[src/sv/aabb_build_and_distance_query_macros.svh]
// Assertion helpers shared by the block.
`ifndef AABB_BUILD_AND_DISTANCE_QUERY_MACROS_SVH
`define AABB_BUILD_AND_DISTANCE_QUERY_MACROS_SVH

// Same-cycle implication, held off while reset is asserted.
`define AABB_ASSERT_IMP(lbl, clk, rstn, ante, cons, msg) \
    lbl: assert property (@(posedge clk) disable iff (!rstn) (ante) |-> (cons)) \
        else $error(msg);

// Next-cycle implication, held off while reset is asserted.
`define AABB_ASSERT_NXT(lbl, clk, rstn, ante, cons, msg) \
    lbl: assert property (@(posedge clk) disable iff (!rstn) (ante) |=> (cons)) \
        else $error(msg);

`endif

[src/sv/aabb_pkg.sv]
package aabb_pkg;

    localparam int COORD_BITS_DEF = 24;
    localparam int NAXES          = 3;

    typedef enum logic [1:0] {
        MODE_CLEAR = 2'd0,
        MODE_ADD   = 2'd1,
        MODE_QUERY = 2'd2,
        MODE_PRIM  = 2'd3
    } t_mode;

    typedef enum logic [1:0] {
        KIND_SUMMARY = 2'd0,
        KIND_QUERY   = 2'd1,
        KIND_PRIM    = 2'd2
    } t_kind;

    typedef enum logic [1:0] {
        ST_IDLE,
        ST_GAP,
        ST_SQ,
        ST_OUT
    } t_state;

    // per-lane pipeline control
    typedef struct packed {
        logic ld_gap;
        logic ld_sq;
        logic prim;
    } t_lane_ctl;

endpackage

[src/sv/aabb_lane.sv]
// One axis: outside gap, its square, extent and bound sum.
module aabb_lane import aabb_pkg::*; #(
    parameter int COORD_BITS = COORD_BITS_DEF
) (
    input  logic                         i_clk,
    input  t_lane_ctl                    i_ctl,
    input  logic signed [COORD_BITS-1:0] i_pt,
    input  logic signed [COORD_BITS-1:0] i_qmin,
    input  logic signed [COORD_BITS-1:0] i_qmax,
    input  logic signed [COORD_BITS-1:0] i_bmin,
    input  logic signed [COORD_BITS-1:0] i_bmax,
    output logic [2*COORD_BITS-1:0]      o_sq,
    output logic                         o_out,
    output logic signed [COORD_BITS:0]   o_range,
    output logic signed [COORD_BITS:0]   o_mid
);

    localparam int CB = COORD_BITS;

    logic signed [CB-1:0] w_lo, w_hi;
    logic                 w_above, w_below;
    logic signed [CB:0]   w_d_above, w_d_below;
    logic [CB-1:0]        n_gap;
    logic                 n_out;
    logic [2*CB-1:0]      w_gap_ext;

    logic [CB-1:0]        r_gap;
    logic                 r_out;
    logic signed [CB:0]   r_range, r_mid;
    logic [2*CB-1:0]      r_sq;

    always_comb begin
        w_lo      = i_ctl.prim ? i_qmin : i_pt;
        w_hi      = i_ctl.prim ? i_qmax : i_pt;
        w_above   = w_lo > i_bmax;
        w_below   = w_hi < i_bmin;
        w_d_above = {w_lo[CB-1], w_lo} - {i_bmax[CB-1], i_bmax};
        w_d_below = {i_bmin[CB-1], i_bmin} - {w_hi[CB-1], w_hi};
        n_out     = w_above | w_below;
        // point query tests below first, primitive bound tests above first
        if (i_ctl.prim) begin
            n_gap = w_above ? w_d_above[CB-1:0] :
                    (w_below ? w_d_below[CB-1:0] : '0);
        end else begin
            n_gap = w_below ? w_d_below[CB-1:0] :
                    (w_above ? w_d_above[CB-1:0] : '0);
        end
        w_gap_ext = {{CB{1'b0}}, r_gap};
    end

    always_ff @(posedge i_clk) begin
        if (i_ctl.ld_gap) begin
            r_gap   <= n_gap;
            r_out   <= n_out;
            r_range <= {i_bmax[CB-1], i_bmax} - {i_bmin[CB-1], i_bmin};
            r_mid   <= {i_bmax[CB-1], i_bmax} + {i_bmin[CB-1], i_bmin};
        end
        if (i_ctl.ld_sq) begin
            r_sq <= w_gap_ext * w_gap_ext;
        end
    end

    assign o_sq    = r_sq;
    assign o_out   = r_out;
    assign o_range = r_range;
    assign o_mid   = r_mid;

endmodule

[config.mk]
export PLATFORM = sky130hd
export DESIGN_NAME = aabb_lane
export DESIGN_NICKNAME = d
export VERILOG_FILES = /design/src/sv/aabb_build_and_distance_query_macros.svh /design/src/sv/aabb_pkg.sv /design/src/sv/aabb_lane.sv
export SDC_FILE = /design/constraint.sdc
export NUM_CORES = 1
export LEC_CHECK = 0
export ABC_AREA = 1
export BUFFER_PORTS_ARGS = -buffer_cell sky130_fd_sc_hd__buf_2
export CAP_MARGIN = 20
export CORE_ASPECT_RATIO = 1.2
export CORE_MARGIN = 2
export CORE_UTILIZATION = 33
export CTS_CLUSTER_SIZE = 20
export DETAILED_ROUTE_END_ITERATION = 8
export PLACE_DENSITY = 0.52
export REMOVE_ABC_BUFFERS = 1
export SLEW_MARGIN = 40
export SYNTH_ARGS = -nofsm -noshare
export SYNTH_HDL_FRONTEND = slang
export SYNTH_SLANG_ARGS = --single-unit
[constraint.sdc]
create_clock -name i_clk -period 7.85 [get_ports i_clk]
set_clock_uncertainty 0.2 [all_clocks]
set_input_delay 1.1775 -clock i_clk [delete_from_list [all_inputs] [get_ports i_clk]]
set_output_delay 1.1775 -clock i_clk [all_outputs]
set_load 0.005 [all_outputs]
==> flow_summary.ini, run 1 <==
[run_status]
status = complete, no violations

[grt]
grt_pass1_wl_mm = 139
grt_pass1_vias = 24543
grtUsageTotal = 0.210
grt_remaining_overflow = 0
grt_max_degree = 55
antenna_found_initial = 3

[final_layout]
drive_above_1_share = 0.0867
mostFrequentLayoutCells = 1020 x inv_1, 899 x nand2_1, 427 x fa_1, 271 x ha_1, 230 x nor2_1
area_growth_pct = 11.3
fin_nets = 4694
final_common_cell = inv_1

[timing]
worst_pin_slew_ns = 0.817
setup_viol = 0
timing.final.crit_share = 0.950
relSlewSlack = 0.451
rsz0062_at_grt = false
hold_violations = 0
min_period_ns = 7.46
maxSlewViolCount = 0
max_freq_mhz = 134
tns_ns = 0

[floorplanning]
start_util = 0.334
die_x_um = 270
num_rows = 116
dieArea_mm2 = 0.0871
die_y_um = 323
io_pins = 223
core-area_mm2 = 0.0837

[setup_path]
cp_data_required_time_ns = 7.88
end_kind = register
arrival_ns = 7.49
path_max_fanout = 15
criticalPathCategory = reg2reg
crit_path_start_kind = register

[detailed_routing]
drc = 0
dr_wl_met2_mm = 46.6
avgRoutedWirePerCell_um = 17.6
first_iter_violations = 1513
dr.max_layer_used = met5
via_per_inst = 4.62
antenna_left = 0
m1WireLength_mm = 35.0
via_count = 23129
met3_length_mm = 3.80
dr.pass1.iters = 7
routed_wl_mm = 88.2

[logic_synthesis]
synth_top_area_share = 0.306
ys.warnings.count = 0
syn_area_mm2 = 0.0280
synth-main-ff-cell = edfxtp_1
yosysTopAreaCell = fa_1
ys_seq_elements = 121
ys_types = 49
async_flop_share = 0
syn_inst = 3664
avgSynthCellArea_um2 = 7.63
synth_edf_count = 121
ys_top_cells_by_area = fa_1 31%, inv_1 14%, edfxtp_1 13%
ys_seq_area_frac = 0.130

[placement]
io_buffers = 221
dp_hpwl_mm = 77.4
gp_congestion = 0.926

[clocking]
cts.clk_slew.worst_paths_ns = 0.08
clockBufferDepth = 2
cts_made_buffers = 17
cts.sinks = 121
cts_root_buf = clkbuf_16
ctsHoldBuffers = 0
cts_max_level = 4
cts_tree = built
cts_resized = 0
clk_latency_ns = 0.50
post-cts-setup-buffer-count = 0

[min_path]
hold_path_class = in2reg

[flow_run]
maxCapViolCount = 0
==> critical path, cell delays in order (launching register included) <==
cell and delay, ns:
edfxtp_1 0.87, buf_4 0.29, buf_4 0.15, nand2_1 0.07, fa_1 0.53, fa_1 0.50, inv_1 0.05, fa_1 0.55
ha_1 0.14, inv_1 0.05, fa_1 0.48, inv_1 0.06, fa_1 0.57, fa_1 0.44, ha_1 0.36, a21o_1 0.22
a21oi_1 0.21, a21boi_0 0.70, o21ai_0 0.35, nand3_1 0.15, nand2_1 0.07, xor2_1 0.15
==> cell type report <==
class | instances | area [um2]
Fill cell | 8986 | 52600
Sequential cell | 121 | 3630
Inverter | 1028 | 3870
Antenna cell | 5 | 12.5
Clock buffer | 17 | 425
Multi-Input combinational cell | 2439 | 20200
Tap cell | 1121 | 1400
Timing Repair Buffer | 265 | 1450
Clock inverter | 15 | 175
==> per-layer routing <==
| layer | vias up | GRT usage |
|---|---|---|
| li1 | 11278 | - |
| met1 | 11158 | 0.245 |
| met2 | 562 | 0.398 |
| met3 | 129 | 0.0226 |
| met4 | 2 | 0.0709 |
| met5 | - | 0 |
==> per-stage QoR <==
| stage | setup WS, ns | instances | util | hold WS [ns] | cell area, um2 |
|---|---|---|---|---|---|
| after global routing | 0.0633 | 5007 | 0.371 | 0.894 | 31100 |
| final | 0.390 | 5011 | 0.372 | 0.904 | 31100 |
| after CTS | 0.355 | 5006 | 0.371 | 0.881 | 31100 |
| after detailed placement | 0.399 | 4974 | 0.364 | 0.956 | 30500 |
| after global placement | 0.360 | 4973 | 0.364 | 0.945 | 30500 |
| after floorplan | 1.50 | 3588 | - | 0.669 | 27700 |
==> cells in the mapped netlist (2+ instances only) <==
library cell     n
a211oi_1         2
a21boi_0        29
a21o_1          15
a21oi_1        131
a21oi_2          2
a221oi_1         2
a31oi_1         20
and2_1           3
and3_1           3
buf_2            3
buf_4            2
buf_6            2
clkbuf_1        68
edfxtp_1       121
fa_1           427
ha_1           271
inv_1         1020
inv_2            5
nand2_1        899
nand2_2         13
nand2_4          2
nand3_1        102
nand3b_1         9
nand4_1         20
nand4_2          3
nor2_1         230
nor2_2           4
nor2_4           2
nor3_1          17
nor4_1           4
o21a_1           9
o21ai_0         62
o21bai_1        19
xnor2_1         31
xor2_1          98
==> flip-flops by register name, indices dropped and copies added, names as in the netlist <==
name,count
o_range,25
o_sq,47
o_out,1
o_mid,24
r_gap,24
==> cell families (layout without fill, tap and decap cells) <==
group,Yosys count,count (layout),synth area share
fa+ha+maj,698,698,0.427
compound gates,294,294,0.0612
buf+inv,1104,1325,0.149
flops,121,121,0.130
simple gates,1317,1317,0.192
other cells,1,6,0.000134
xor+xnor,129,129,0.0404
==> final timing paths <==
path	startpoint	to	slack (ns)	cells past startpoint
setup / recovery	r_gap[7]	o_sq[35]	0.39	21
hold / removal	i_ctl[2]	o_mid[23]	0.90	1
setup reg to reg	r_gap[7]	o_sq[35]	0.39	21
hold reg to reg	r_gap[0]	o_sq[0]	0.97	1
Power of run 1 is left out: the tool's default activity adds up to more than one toggle a clock period on the data nets, which glitch-free logic cannot reach.
==> inputs of run 2 (changes only) <==
==> constraint.sdc (replaced) <==
create_clock -name i_clk -period 7.6 [get_ports i_clk]
set_clock_uncertainty 0.2 [all_clocks]
set_input_delay 1.14 -clock i_clk [delete_from_list [all_inputs] [get_ports i_clk]]
set_output_delay 1.14 -clock i_clk [all_outputs]
set_load 0.005 [all_outputs]
==> flow_summary.ini, run 2 (synthesized netlist as in run 1, its figures left out) <==
[detailed_routing]
dr.pass1.iters = 5
via_per_inst = 4.58
routed_wl_mm = 89.3
drc = 0
via_count = 23010
avgRoutedWirePerCell_um = 17.8
antenna_left = 0
first_iter_violations = 1417

[grt]
grtUsageTotal = 0.212
grt_pass1_wl_mm = 141
grt_pass1_vias = 24576
grt_max_degree = 75
antenna_found_initial = 5
grt_remaining_overflow = 0

[clocking]
cts.sinks = 121
cts_max_level = 4
cts.clk_slew.worst_paths_ns = 0.07
ctsHoldBuffers = 0
clk_latency_ns = 0.51
cts_resized = 0
post-cts-setup-buffer-count = 0
clockBufferDepth = 2
cts_root_buf = clkbuf_16
cts_tree = built
cts_made_buffers = 17

[timing]
timing.final.crit_share = 0.955
rsz0062_at_grt = false
tns_ns = 0
hold_violations = 0
maxSlewViolCount = 0
finalWorstSetupSlack_ns = 0.345
max_freq_mhz = 138
min_period_ns = 7.25
setup_viol = 0
relSlewSlack = 0.469
worst_pin_slew_ns = 0.796

[final_layout]
final_cells = 5025
drive_above_1_share = 0.0909
area_growth_pct = 11.6
final_common_cell = inv_1
fillers = 9044
fin_nets = 4713
largest_register_ffs = 47
diodes = 0
mostFrequentLayoutCells = 1020 x inv_1, 899 x nand2_1, 427 x fa_1, 271 x ha_1, 230 x nor2_1

[setup_path]
worstPathCellList = buf_4 > nand2_1 > fa_1 > inv_1 > fa_1 > inv_1 > fa_1 > fa_1 > inv_1 > fa_1 > fa_1 > fa_1 > ha_1 > nand2_1 > nor2_1 > inv_1 > nor2_1 > inv_1 > nor4_1 > a21oi_1 > xnor2_1
path_buf_inv = 6
cp_data_required_time_ns = 7.66
crit_start = r_gap[5]
r2r_start = r_gap[5]
end_kind = register
cpLargestDelayFamily = adder cells
criticalPathCategory = reg2reg
slowest_stage = edfxtp_1
critical_path.max_stage_delay_ns = 0.74
crit_path_start_kind = register
arrival_ns = 7.31
path_max_fanout = 10
crit_path_frequent_cell = fa_1

[floorplanning]
start_util = 0.334
io_pins = 223
core-area_mm2 = 0.0837
die_x_um = 270
dieArea_mm2 = 0.0871
die_y_um = 323
num_rows = 116

[placement]
io_buffers = 221
pre_cts_ws_ns = 0.382
dp_hpwl_mm = 78.3
gp_congestion = 0.925
place_inst = 4993

[min_path]
hold_path_class = reg2reg
worstHoldStart = r_gap[1]

[flow_run]
maxCapViolCount = 0

[run_status]
status = complete, no violations
-- run 2: final timing paths --
path | slack, ns | to | depth (start not counted)
worst max register to register | 0.35 | o_sq[26] | 21
worst min-delay path | 0.88 | o_sq[2] | 3
worst min register to register | 0.88 | o_sq[2] | 3
worst max-delay path | 0.35 | o_sq[26] | 21
-- run 2: metal layers --
metal | global-route usage | share of wire | wire length (um)
met2 | 0.394 | 0.52 | 46000
met4 | 0.0581 | 0.022 | 1940
met5 | 0 | 0.000078 | 7
met3 | 0.0193 | 0.030 | 2640
met1 | 0.262 | 0.43 | 38700
-- run 2: final cells by class --
| type | count | area [um2] | share of cell area |
|---|---|---|---|
| Clock buffer | 18 | 429 | 0.0138 |
| Clock inverter | 14 | 136 | 0.00437 |
| Inverter | 1028 | 3870 | 0.124 |
| Multi-Input combinational cell | 2439 | 20200 | 0.646 |
| Sequential cell | 121 | 3630 | 0.116 |
| Tap cell | 1121 | 1400 | 0.0449 |
| Timing Repair Buffer | 284 | 1590 | 0.0508 |
-- run 2: worst register-to-register path, cell delays in order, from the launching register on --
cell and delay (ns):
edfxtp_1 0.74, buf_4 0.27, nand2_1 0.09, fa_1 0.60, inv_1 0.07, fa_1 0.48
inv_1 0.05, fa_1 0.50, fa_1 0.51, inv_1 0.05, fa_1 0.55, fa_1 0.42
fa_1 0.44, ha_1 0.43, nand2_1 0.16, nor2_1 0.17, inv_1 0.08, nor2_1 0.15
inv_1 0.09, nor4_1 0.46, a21oi_1 0.19, xnor2_1 0.34
-- run 2: per-stage QoR --
step	area, um2	hold slack, ns	util
after floorplan	27700	0.669	-
after global placement	30600	0.865	0.366
after detailed placement	30600	0.870	0.366
after CTS	31200	0.864	0.373
after global routing	31200	0.897	0.373
final	31200	0.884	0.373
Power of run 2 is left out for the same reason.
