$ cat config.mk
export PLATFORM = sky130hd
export DESIGN_NAME = aabb_merge
export DESIGN_NICKNAME = d
export VERILOG_FILES = /design/src/sv/aabb_build_and_distance_query_macros.svh /design/src/sv/aabb_pkg.sv /design/src/sv/aabb_merge.sv
export SDC_FILE = /design/constraint.sdc
export NUM_CORES = 1
export LEC_CHECK = 0
export ABC_CLOCK_PERIOD_IN_PS = 4500
export BUFFER_PORTS_ARGS = -buffer_cell sky130_fd_sc_hd__buf_2
export CAP_MARGIN = 20
export CORE_AREA = 4 4 144 146
export DETAILED_ROUTE_END_ITERATION = 12
export DIE_AREA = 0 0 148 150
export PLACE_DENSITY = 0.67
export SLEW_MARGIN = 10
export SYNTH_ARGS = -nofsm -noshare
export SYNTH_HDL_FRONTEND = slang
export SYNTH_SLANG_ARGS = --single-unit
$ cat constraint.sdc
create_clock -name vclk -period 4.5
set_input_delay 0.225 -clock vclk [all_inputs]
set_output_delay 0.225 -clock vclk [all_outputs]
set_load 0.005 [all_outputs]
$ cat src/sv/aabb_build_and_distance_query_macros.svh
// Assertion helpers shared by the block.
`ifndef AABB_BUILD_AND_DISTANCE_QUERY_MACROS_SVH
`define AABB_BUILD_AND_DISTANCE_QUERY_MACROS_SVH

// Same-cycle implication, held off while reset is asserted.
`define AABB_ASSERT_IMP(lbl, clk, rstn, ante, cons, msg) \
    lbl: assert property (@(posedge clk) disable iff (!rstn) (ante) |-> (cons)) \
        else $error(msg);

// Next-cycle implication, held off while reset is asserted.
`define AABB_ASSERT_NXT(lbl, clk, rstn, ante, cons, msg) \
    lbl: assert property (@(posedge clk) disable iff (!rstn) (ante) |=> (cons)) \
        else $error(msg);

`endif

$ cat src/sv/aabb_pkg.sv
package aabb_pkg;

    localparam int COORD_BITS_DEF = 24;
    localparam int NAXES          = 3;

    typedef enum logic [1:0] {
        MODE_CLEAR = 2'd0,
        MODE_ADD   = 2'd1,
        MODE_QUERY = 2'd2,
        MODE_PRIM  = 2'd3
    } t_mode;

    typedef enum logic [1:0] {
        KIND_SUMMARY = 2'd0,
        KIND_QUERY   = 2'd1,
        KIND_PRIM    = 2'd2
    } t_kind;

    typedef enum logic [1:0] {
        ST_IDLE,
        ST_GAP,
        ST_SQ,
        ST_OUT
    } t_state;

    // per-lane pipeline control
    typedef struct packed {
        logic ld_gap;
        logic ld_sq;
        logic prim;
    } t_lane_ctl;

endpackage

$ cat src/sv/aabb_merge.sv
// Combines lanes: distance sum, inside flag, longest axis and its midpoint.
module aabb_merge import aabb_pkg::*; #(
    parameter int COORD_BITS = COORD_BITS_DEF
) (
    input  logic [2*COORD_BITS-1:0]      i_sq    [NAXES],
    input  logic                         i_out   [NAXES],
    input  logic signed [COORD_BITS:0]   i_range [NAXES],
    input  logic signed [COORD_BITS:0]   i_mid   [NAXES],
    output logic [2*COORD_BITS+1:0]      o_sum,
    output logic                         o_inside,
    output logic [1:0]                   o_axis,
    output logic signed [COORD_BITS-1:0] o_center
);

    localparam int CB = COORD_BITS;

    logic signed [CB:0] w_best, w_mid, w_half;

    always_comb begin
        o_sum = {2'b00, i_sq[0]} + {2'b00, i_sq[1]} + {2'b00, i_sq[2]};
        o_inside = !(i_out[0] | i_out[1] | i_out[2]);

        // first axis wins a tie
        o_axis = 2'd0;
        w_best = i_range[0];
        if (i_range[1] > w_best) begin
            o_axis = 2'd1;
            w_best = i_range[1];
        end
        if (i_range[2] > w_best) begin
            o_axis = 2'd2;
        end

        case (o_axis)
            2'd1:    w_mid = i_mid[1];
            2'd2:    w_mid = i_mid[2];
            default: w_mid = i_mid[0];
        endcase
        w_half   = w_mid >>> 1;     // arithmetic shift gives floor
        o_center = w_half[CB-1:0];
    end

endmodule

==> flow_metrics.py, run 1 <==
metrics = {
    "cells_and_area": {
        "area.growth.synth_to_final_pct": 50.1,
        "antenna-diode-count": 0,
        "sequential_cell_area_um2": 0,
        "layoutNonFillerInstCount": 1348,
        "multiInputGateArea_mm2": 0.00588,
        "design_area_mm2": 0.00878,
        "share_of_layout_cells_above_drive_strength_1_pct": 45.4,
        "layout.nets": 1528,
        "n_sequential_cell": 0,
        "fill_cells": 1982,
        "nClkBuffers": 0,
    },
    "critical_path": {
        "cpLargestDelayFamily": "compound AO/OA/AOI/OAI gates",
        "cpPeakStageDelay_ns": 0.33,
        "setup_cp_type": "in2out",
        "setup.worst_path.end_class": "output pin",
        "worstPathCellList": "buf_2 -> inv_1 -> ha_4 -> nand4_1 -> nor3_2 -> nor2_1 -> o211ai_1 -> nand2_1 -> a41oi_4 -> buf_12 -> clkbuf_16 -> a21oi_1 -> ha_1 -> nand4_1 -> or2_4 -> o41ai_2 -> a31oi_1 -> a32o_2 -> mux2i_4 -> clkbuf_16 -> mux2_4 -> buf_6",
        "critical_path.slowest_cell": "o41ai_2",
        "critPathRequiredTime_ns": 4.28,
        "critPathMaxFanout": 9,
        "startpoint_type": "input pin",
        "cp_data_arrival_time_ns": 4.28,
        "crit_buf_inv": 6,
    },
    "power_and_ir_drop": {
        "clock_power_share_pct": 0,
        "switching_share_pct": 50.8,
        "combinationalPowerShare_pct": 100.0,
        "cell_internal_pwr_mw": 1.12,
        "seq_power_share_pct": 0,
        "p_sw_mw": 1.16,
        "max-vdd-ir-drop_v": 0.000125,
        "power_per_cell_area_mw_per_mm2": 259,
        "leakagePower_nw": 4.45,
    },
    "timing": {
        "rsz0062_at_grt": "yes",
        "layout_worst_path_cycle_share_pct": 100,
        "postLayoutSetupSlackWorst_ns": -0.00781,
        "finalSetupViolCount": 7,
        "hold_slack_ns": 0.675,
        "finalCriticalPeriod_ns": 4.51,
        "worst_slew_pin_slew_ns": 0.703,
        "finalHoldViolCount": 0,
        "max_clock_freq_mhz": 222,
        "timing_max_transition_violations_final": 0,
        "worst_slew_margin_rel_pct": 51.9,
        "timing.setup.tns_ns": -0.0337,
    },
    "place": {
        "place_congestion": 0.900,
        "detailed_place.area_mm2": 0.00798,
        "dpl.hpwl_mm": 19.6,
        "numPlacedInstances": 1330,
        "io_buffers": 371,
    },
    "status": {
        "violations": "negative setup slack",
        "outcome": "finished, violations left",
    },
    "yosys": {
        "yosys.cell_count.top_type": "ha_1",
        "netlist_area_mm2": 0.00585,
        "syn-instance-count": 715,
        "synth_area_leader_cell": "ha_1",
        "ys_types": 61,
        "yosys-top-cells-area": "ha_1 (21%), fa_1 (17%), mux2_2 (8.5%)",
        "synth_common_cells": "ha_1 (97), a21oi_1 (93), nor2_1 (54), fa_1 (49), inv_1 (46)",
        "synth_area_per_cell_um2": 8.18,
        "mappedNetlistNets": 1158,
        "yosys_warnings": 0,
        "seq_area_frac_synth_pct": 0,
        "yosys.area.top_type_share_pct": 20.8,
    },
    "route": {
        "detail-route-antenna-nets": 0,
        "wl_per_cell_um": 17.2,
        "drcViolationCount": 0,
        "initialDrtViolationCount": 330,
        "detailed_route_vias_per_instance": 5.17,
        "drt_first_pass_iters": 5,
        "vias": 6969,
        "detail_route.wirelength_mm": 23.2,
    },
    "die": {
        "pin_count": 374,
        "core_mm2": 0.0194,
        "die-area_mm2": 0.0222,
        "initial_utilization_pct": 30.1,
        "die_h_um": 150,
        "die_width_um": 148,
        "floorplan.rows": 51,
    },
    "global_route": {
        "global_route.usage.total_pct": 17.5,
        "antenna_found_initial": 3,
        "grt_pass1_wl_mm": 32.7,
        "largest_net_degree_at_the_start_of_global_routing": 30,
        "first_global_vias": 6470,
        "grt_remaining_overflow": 0,
    },
    "job": {
        "max_cap_viol_count": 0,
    },
    "min_path": {
        "hold_path.class": "in2out",
    },
}
[what timing repair did]
action | in CTS | in global routing
endpoints found under the setup margin | 24 | 25
buffers inserted | 0 | 10
gates resized for setup | 2 | 100
pin swaps | 0 | 30
cloned | 0 | 8
hold buffers | 0 | 0
[cell usage in the layout (no fill, tap or decap), drive strengths merged, types with 3 or more instances in the layout]
master and instances:
and3 4, clkbuf 6, a41oi 5, o21ai 39
a31oi 9, and2 4, mux2 49, nor3 15
o21bai 9, a211o 8, or3 4, o211a 3
a21o 35, o211ai 10, xnor2 30, nand2b 4
nor2 54, inv 46, fa 49, nand4 19
o21a 6, a21oi 96, xor2 14, o31ai 3
nand2 35, a21boi 3, nor2b 8, ha 97
nand3 7, buf 388
[worst paths after layout]
kind	startpoint	endpoint	depth (start not counted)	slack (ns)
min	i_out[0]	o_inside	3	0.67
max	i_range[56]	o_center[1]	22	-0.008
[kinds of logic (layout without fill, tap and decap cells)]
| logic type | after synthesis | in the layout | share of synthesized area (%) |
|---|---|---|---|
| AO/OA/AOI/OAI | 243 | 243 | 27.5 |
| XOR/XNOR | 44 | 44 | 6.59 |
| adder cells (fa/ha/maj) | 146 | 146 | 37.5 |
| buffers and inverters | 72 | 440 | 5.26 |
| multiplexers | 50 | 50 | 10.1 |
| AND/OR/NAND/NOR | 160 | 160 | 13.0 |
[area by class of cell]
class                           count  share of cell area, %
Inverter                           46                   2.02
Tap cell                          265                   3.78
Multi-Input combinational cell    643                   67.0
Timing Repair Buffer              394                   27.2
[layer usage]
metal  up-vias  routed length [µm]  global-route usage [%]
met5         -                  41                       0
met4         6                 199                    1.52
met3        22                1530                    1.61
met2       235               11000                    28.4
met1      3333               10500                    26.3
li1       3373                   -                       -
[per-stage QoR]
step / setup slack, ns / utilization, % / total power [mW]
floorplan: 0.178 / - / 1.26
global placement: 0.0374 / 41.1 / 1.97
detailed placement: -0.0812 / 41.1 / 1.99
CTS: 0.00428 / 41.2 / 2.00
global route: -0.150 / 45.2 / 2.48
finish: -0.00781 / 45.2 / 2.28
[worst min-delay path: stages]
cell	delay, ns
buf_2	0.08
nor3_1	0.03
buf_2	0.12
[power by group through the flow]
| stage | logic [mW] | registers [mW] | clock network [mW] |
|---|---|---|---|
| after global placement | 1.97 | 0 | 0 |
| final | 2.28 | 0 | 0 |
| after CTS | 2.00 | 0 | 0 |
| after floorplan | 1.25 | 0 | 0 |
| after global routing | 2.48 | 0 | 0 |
| after detailed placement | 1.99 | 0 | 0 |
Power figures use the tool's default switching activity.
==> run 2, diff against run 1 <==
--- a/config.mk
+++ b/config.mk
@@ -5,13 +5,14 @@
 export SDC_FILE = /design/constraint.sdc
 export NUM_CORES = 1
 export LEC_CHECK = 0
+export ABC_AREA = 1
 export ABC_CLOCK_PERIOD_IN_PS = 4500
 export BUFFER_PORTS_ARGS = -buffer_cell sky130_fd_sc_hd__buf_2
 export CAP_MARGIN = 20
-export CORE_AREA = 4 4 144 146
+export CORE_AREA = 4 4 143 145
 export DETAILED_ROUTE_END_ITERATION = 12
-export DIE_AREA = 0 0 148 150
-export PLACE_DENSITY = 0.67
+export DIE_AREA = 0 0 147 149
+export PLACE_DENSITY = 0.74
 export SLEW_MARGIN = 10
 export SYNTH_ARGS = -nofsm -noshare
 export SYNTH_HDL_FRONTEND = slang
==> flow_metrics.py, run 2 <==
metrics = {
    "status": {
        "outcome": "finished, final reports clean",
    },
    "timing": {
        "finalSetupViolCount": 0,
        "max_clock_freq_mhz": 244,
        "layout_worst_path_cycle_share_pct": 91.0,
        "worst_slew_margin_rel_pct": 69.8,
        "finalCriticalPeriod_ns": 4.10,
        "finalHoldViolCount": 0,
        "worst_slew_pin_slew_ns": 0.451,
        "postLayoutSetupSlackWorst_ns": 0.404,
        "timing_max_transition_violations_final": 0,
        "rsz0062_at_grt": "yes",
    },
    "cells_and_area": {
        "layout.cells.most_common": "buf_2",
        "share_of_layout_cells_above_drive_strength_1_pct": 28.9,
        "nClkBuffers": 0,
        "sequential_cell_area_um2": 0,
        "layout.nets": 1905,
        "n_sequential_cell": 0,
        "area.growth.synth_to_final_pct": 30.4,
        "layout_common_cells": "buf_2 (371), nand2_1 (304), inv_1 (147), nor2_1 (119), ha_1 (97)",
    },
    "power_and_ir_drop": {
        "max-vdd-ir-drop_v": 0.000118,
        "leakagePower_nw": 4.92,
        "total_power_mw": 2.17,
        "power_per_cell_area_mw_per_mm2": 245,
    },
    "yosys": {
        "ys_types": 37,
        "mappedNetlistNets": 1544,
        "netlist_area_mm2": 0.00679,
        "synth_area_leader_cell": "ha_1",
        "seq_area_frac_synth_pct": 0,
        "yosys.cell_count.top_type": "nand2_1",
        "syn-instance-count": 1101,
        "synth_area_per_cell_um2": 6.17,
        "yosys-top-cells-area": "ha_1 (18%), nand2_1 (17%), fa_1 (14%)",
        "yosys.area.top_type_share_pct": 17.9,
        "yosys_warnings": 0,
        "synth_common_cells": "nand2_1 (304), inv_1 (147), nor2_1 (119), ha_1 (97), a21oi_1 (80)",
    },
    "critical_path": {
        "startpoint_type": "input pin",
        "cp_data_arrival_time_ns": 3.87,
        "critPathRequiredTime_ns": 4.28,
        "setup.worst_path.end_class": "output pin",
        "critPathMaxFanout": 31,
        "setup_cp_type": "in2out",
    },
    "global_route": {
        "global_route.usage.total_pct": 22.7,
        "antenna_found_initial": 1,
        "first_global_vias": 8318,
        "grt_pass1_wl_mm": 40.9,
        "grt_remaining_overflow": 0,
        "largest_net_degree_at_the_start_of_global_routing": 32,
    },
    "die": {
        "core_mm2": 0.0192,
        "die_h_um": 149,
        "die-area_mm2": 0.0219,
        "pin_count": 374,
        "initial_utilization_pct": 35.3,
        "floorplan.rows": 51,
        "die_width_um": 147,
    },
    "min_path": {
        "hold_path.class": "in2out",
    },
    "job": {
        "max_cap_viol_count": 0,
    },
    "route": {
        "detail_route.wirelength_mm": 26.4,
        "wl_per_cell_um": 15.3,
        "vias": 8541,
        "detail-route-antenna-nets": 0,
        "initialDrtViolationCount": 429,
        "drt_first_pass_iters": 6,
        "detailed_route_vias_per_instance": 4.95,
        "drcViolationCount": 0,
    },
    "place": {
        "dpl.hpwl_mm": 24.4,
        "io_buffers": 371,
        "place_worst_setup_slack_ns": 0.423,
        "place_congestion": 0.970,
    },
    "clocking": {
        "cts_setup_buffers": 0,
    },
}
## run 2: cell count changes after synthesis, sizes merged, moves of 24 or more
cell,before,now
mux2,49,0
nor2,54,120
xnor2,30,6
nand2,35,307
inv,46,149
nand3,7,111
o21ai,39,65
a21o,35,10
## run 2: final timing paths
check	startpoint	to	slack (ns)	cells past startpoint
min	i_out[0]	o_inside	0.67	3
max	i_range[49]	o_center[21]	0.40	24
## run 2: critical path: stages
cell	delay [ns]
buf_2	0.11
ha_1	0.36
a21o_1	0.17
or2_1	0.24
nor2_2	0.11
nand4_1	0.12
nand2_2	0.27
buf_4	0.32
o21ai_0	0.12
ha_1	0.30
nand2_1	0.08
inv_1	0.06
nand2_1	0.08
nor3_2	0.14
inv_1	0.06
nor2_1	0.08
nand2_1	0.07
nand2_1	0.06
nand2_1	0.05
nand2_2	0.08
buf_4	0.37
nand3_1	0.19
nand3_2	0.09
buf_2	0.11
## run 2: per-stage QoR
stage                     std cells  hold slack (ns)  TNS (ns)  instance area, µm²  util, %
after CTS                      1725            0.669         0                8850     46.1
after floorplan                1101            0.480         0                6790        -
after global routing           1725            0.684  -0.00149                8850     46.1
final                          1726            0.667         0                8850     46.1
after detailed placement       1725            0.669         0                8850     46.1
after global placement         1725            0.667         0                8850     46.1
## run 2: cells by family after synthesis
logic type / after synthesis / synth area share [%]
fa+ha+maj: 146 / 32.3
xor+xnor: 35 / 4.52
simple gates: 578 / 38.3
compound gates: 176 / 14.1
buf+inv: 166 / 10.7
## run 2: report_power, final
part              total, mW  switching, mW  internal, mW
clock network  0.0000000297              0  0.0000000297
registers                 0              0             0
logic                  2.17           1.32         0.846
total                  2.17           1.32         0.846
## run 2: final cells by class
class,instances,area (µm²)
fill,2061,10400
multi-input combinational,935,6060
timing repair buffer,376,1890
inverter,149,561
tap,265,332
antenna,1,2.50
## run 2: routing by layer
layer | global-route usage [%] | vias up | part of all wire (%)
met1 | 30.4 | 3878 | 43
met5 | 0 | - | 0.049
met2 | 40.7 | 313 | 48
li1 | - | 4328 | -
met3 | 2.64 | 20 | 7.7
met4 | 2.38 | 2 | 1.1
## run 2: repair_timing
action,in CTS,in global routing
hold buffers,0,0
setup endpoints to repair,0,1
gates resized for setup,0,1
==> run 3, diff against run 2 <==
--- a/config.mk
+++ b/config.mk
@@ -12,7 +12,7 @@
 export CORE_AREA = 4 4 143 145
 export DETAILED_ROUTE_END_ITERATION = 12
 export DIE_AREA = 0 0 147 149
-export PLACE_DENSITY = 0.74
+export PLACE_DENSITY_LB_ADDON = 0.25
 export SLEW_MARGIN = 10
 export SYNTH_ARGS = -nofsm -noshare
 export SYNTH_HDL_FRONTEND = slang
==> flow_metrics.py, run 3 (same netlist as run 2, synthesis figures left out) <==
metrics = {
    "status": {
        "outcome": "finished, final reports clean",
    },
    "min_path": {
        "hold_depth": 3,
        "hold_path.class": "in2out",
        "worst_hold_startpoint": "i_out[0]",
        "holdPathEnd": "o_inside",
    },
    "place": {
        "io_buffers": 371,
        "place_congestion": 0.945,
        "dpl.hpwl_mm": 24.6,
        "numPlacedInstances": 1724,
    },
    "critical_path": {
        "setup.worst_path.end_class": "output pin",
        "setup_cp_type": "in2out",
        "critPathRequiredTime_ns": 4.28,
        "startpoint_type": "input pin",
        "critPathMaxFanout": 30,
        "cp_data_arrival_time_ns": 3.73,
    },
    "cells_and_area": {
        "nClkBuffers": 0,
        "layout.nets": 1904,
        "layoutNonFillerInstCount": 1727,
        "layout.cells.most_common": "buf_2",
        "sequential_cell_area_um2": 0,
        "final_util_pct": 46.1,
        "n_sequential_cell": 0,
        "share_of_layout_cells_above_drive_strength_1_pct": 28.9,
        "fill_cells": 2096,
        "layout_common_cells": "buf_2 (371), nand2_1 (304), inv_1 (147), nor2_1 (119), ha_1 (97)",
        "area.growth.synth_to_final_pct": 30.5,
    },
    "clocking": {
        "cts_setup_buffers": 0,
        "cts.hold.buffers_added": 0,
        "cts-resized-gates": 0,
    },
    "global_route": {
        "first_global_vias": 8347,
        "grt_remaining_overflow": 0,
        "grt_pass1_wl_mm": 41.5,
        "antenna_found_initial": 3,
        "largest_net_degree_at_the_start_of_global_routing": 48,
        "global_route.usage.total_pct": 23.0,
    },
    "die": {
        "pin_count": 374,
        "initial_utilization_pct": 35.3,
        "die_h_um": 149,
        "die_width_um": 147,
        "floorplan.rows": 51,
        "die-area_mm2": 0.0219,
        "core_mm2": 0.0192,
    },
    "timing": {
        "finalSetupViolCount": 0,
        "worst_slew_margin_rel_pct": 64.1,
        "max_clock_freq_mhz": 253,
        "worst_slew_pin_slew_ns": 0.535,
        "finalHoldViolCount": 0,
        "timing.setup.tns_ns": 0,
        "layout_worst_path_cycle_share_pct": 88.0,
        "finalCriticalPeriod_ns": 3.96,
        "rsz0062_at_grt": "no",
        "hold_slack_ns": 0.666,
        "timing_max_transition_violations_final": 0,
    },
    "job": {
        "max_cap_viol_count": 0,
    },
    "power_and_ir_drop": {
        "power_per_cell_area_mw_per_mm2": 246,
        "max-vdd-ir-drop_v": 0.000127,
        "leakagePower_nw": 4.92,
        "total_power_mw": 2.18,
    },
    "route": {
        "drt_first_pass_iters": 6,
        "vias": 8560,
        "detail_route.wirelength_mm": 26.7,
        "initialDrtViolationCount": 478,
        "detail-route-antenna-nets": 0,
        "drcViolationCount": 0,
        "detailed_route_vias_per_instance": 4.96,
        "wl_per_cell_um": 15.5,
    },
}
## run 3: changes by cell type in the layout (fill, tap and decap cells not counted)
| cell | change |
|---|---|
| buf_12 | +1 |
| buf_4 | -2 |
| clkinv_2 | -1 |
| diode_2 | +2 |
| inv_2 | +1 |
## run 3: worst max path at each step
stage / endpoint / start / depth (start not counted)
global placement: o_center[19] / i_range[74] / 22
floorplan: o_center[13] / i_range[74] / 23
detailed placement: o_center[4] / i_range[74] / 22
global route: o_center[15] / i_range[58] / 29
finish: o_center[14] / i_range[74] / 22
CTS: o_center[19] / i_range[74] / 22
## run 3: cell type report
class	count	area (µm²)	area share, %
inverter	149	559	6.31
timing repair buffer	375	1900	21.4
multi-input combinational	935	6060	68.4
antenna	3	7.51	0.0847
tap	265	332	3.74
## run 3: layer usage
layer / wire length [µm] / global-route usage (%)
met2: 12300 / 39.4
met5: 12 / 0
met4: 461 / 2.98
met3: 2530 / 3.95
met1: 11400 / 31.4
## run 3: through the flow
step / setup slack [ns] / area, µm²
after CTS: 0.552 / 8850
after global placement: 0.595 / 8850
after floorplan: 1.22 / 6790
after detailed placement: 0.563 / 8850
after global routing: 0.0918 / 8860
final: 0.541 / 8860
## run 3: power by group
group / leakage (nW) / internal [mW] / switching [mW] / total [mW]
registers: 0 / 0 / 0 / 0
clock network: 0.0000190 / 0.0000000891 / 0 / 0.0000000892
logic: 4.92 / 0.851 / 1.33 / 2.18
total: 4.92 / 0.851 / 1.33 / 2.18
## run 3: worst max-delay path, stage by stage
cell and delay [ns]:
buf_2 0.08, inv_1 0.04, ha_1 0.35, a21o_1 0.18, or2_1 0.23, nor2_2 0.10
nand4_1 0.12, nand2_2 0.10, buf_4 0.28, o21ai_0 0.13, ha_1 0.30, nand2_1 0.08
nor2_1 0.24, nand4_1 0.14, nor2_1 0.12, nand2_1 0.07, nand3_1 0.08, nand2_2 0.11
inv_2 0.37, nand2_1 0.14, nand3_2 0.12, buf_2 0.11
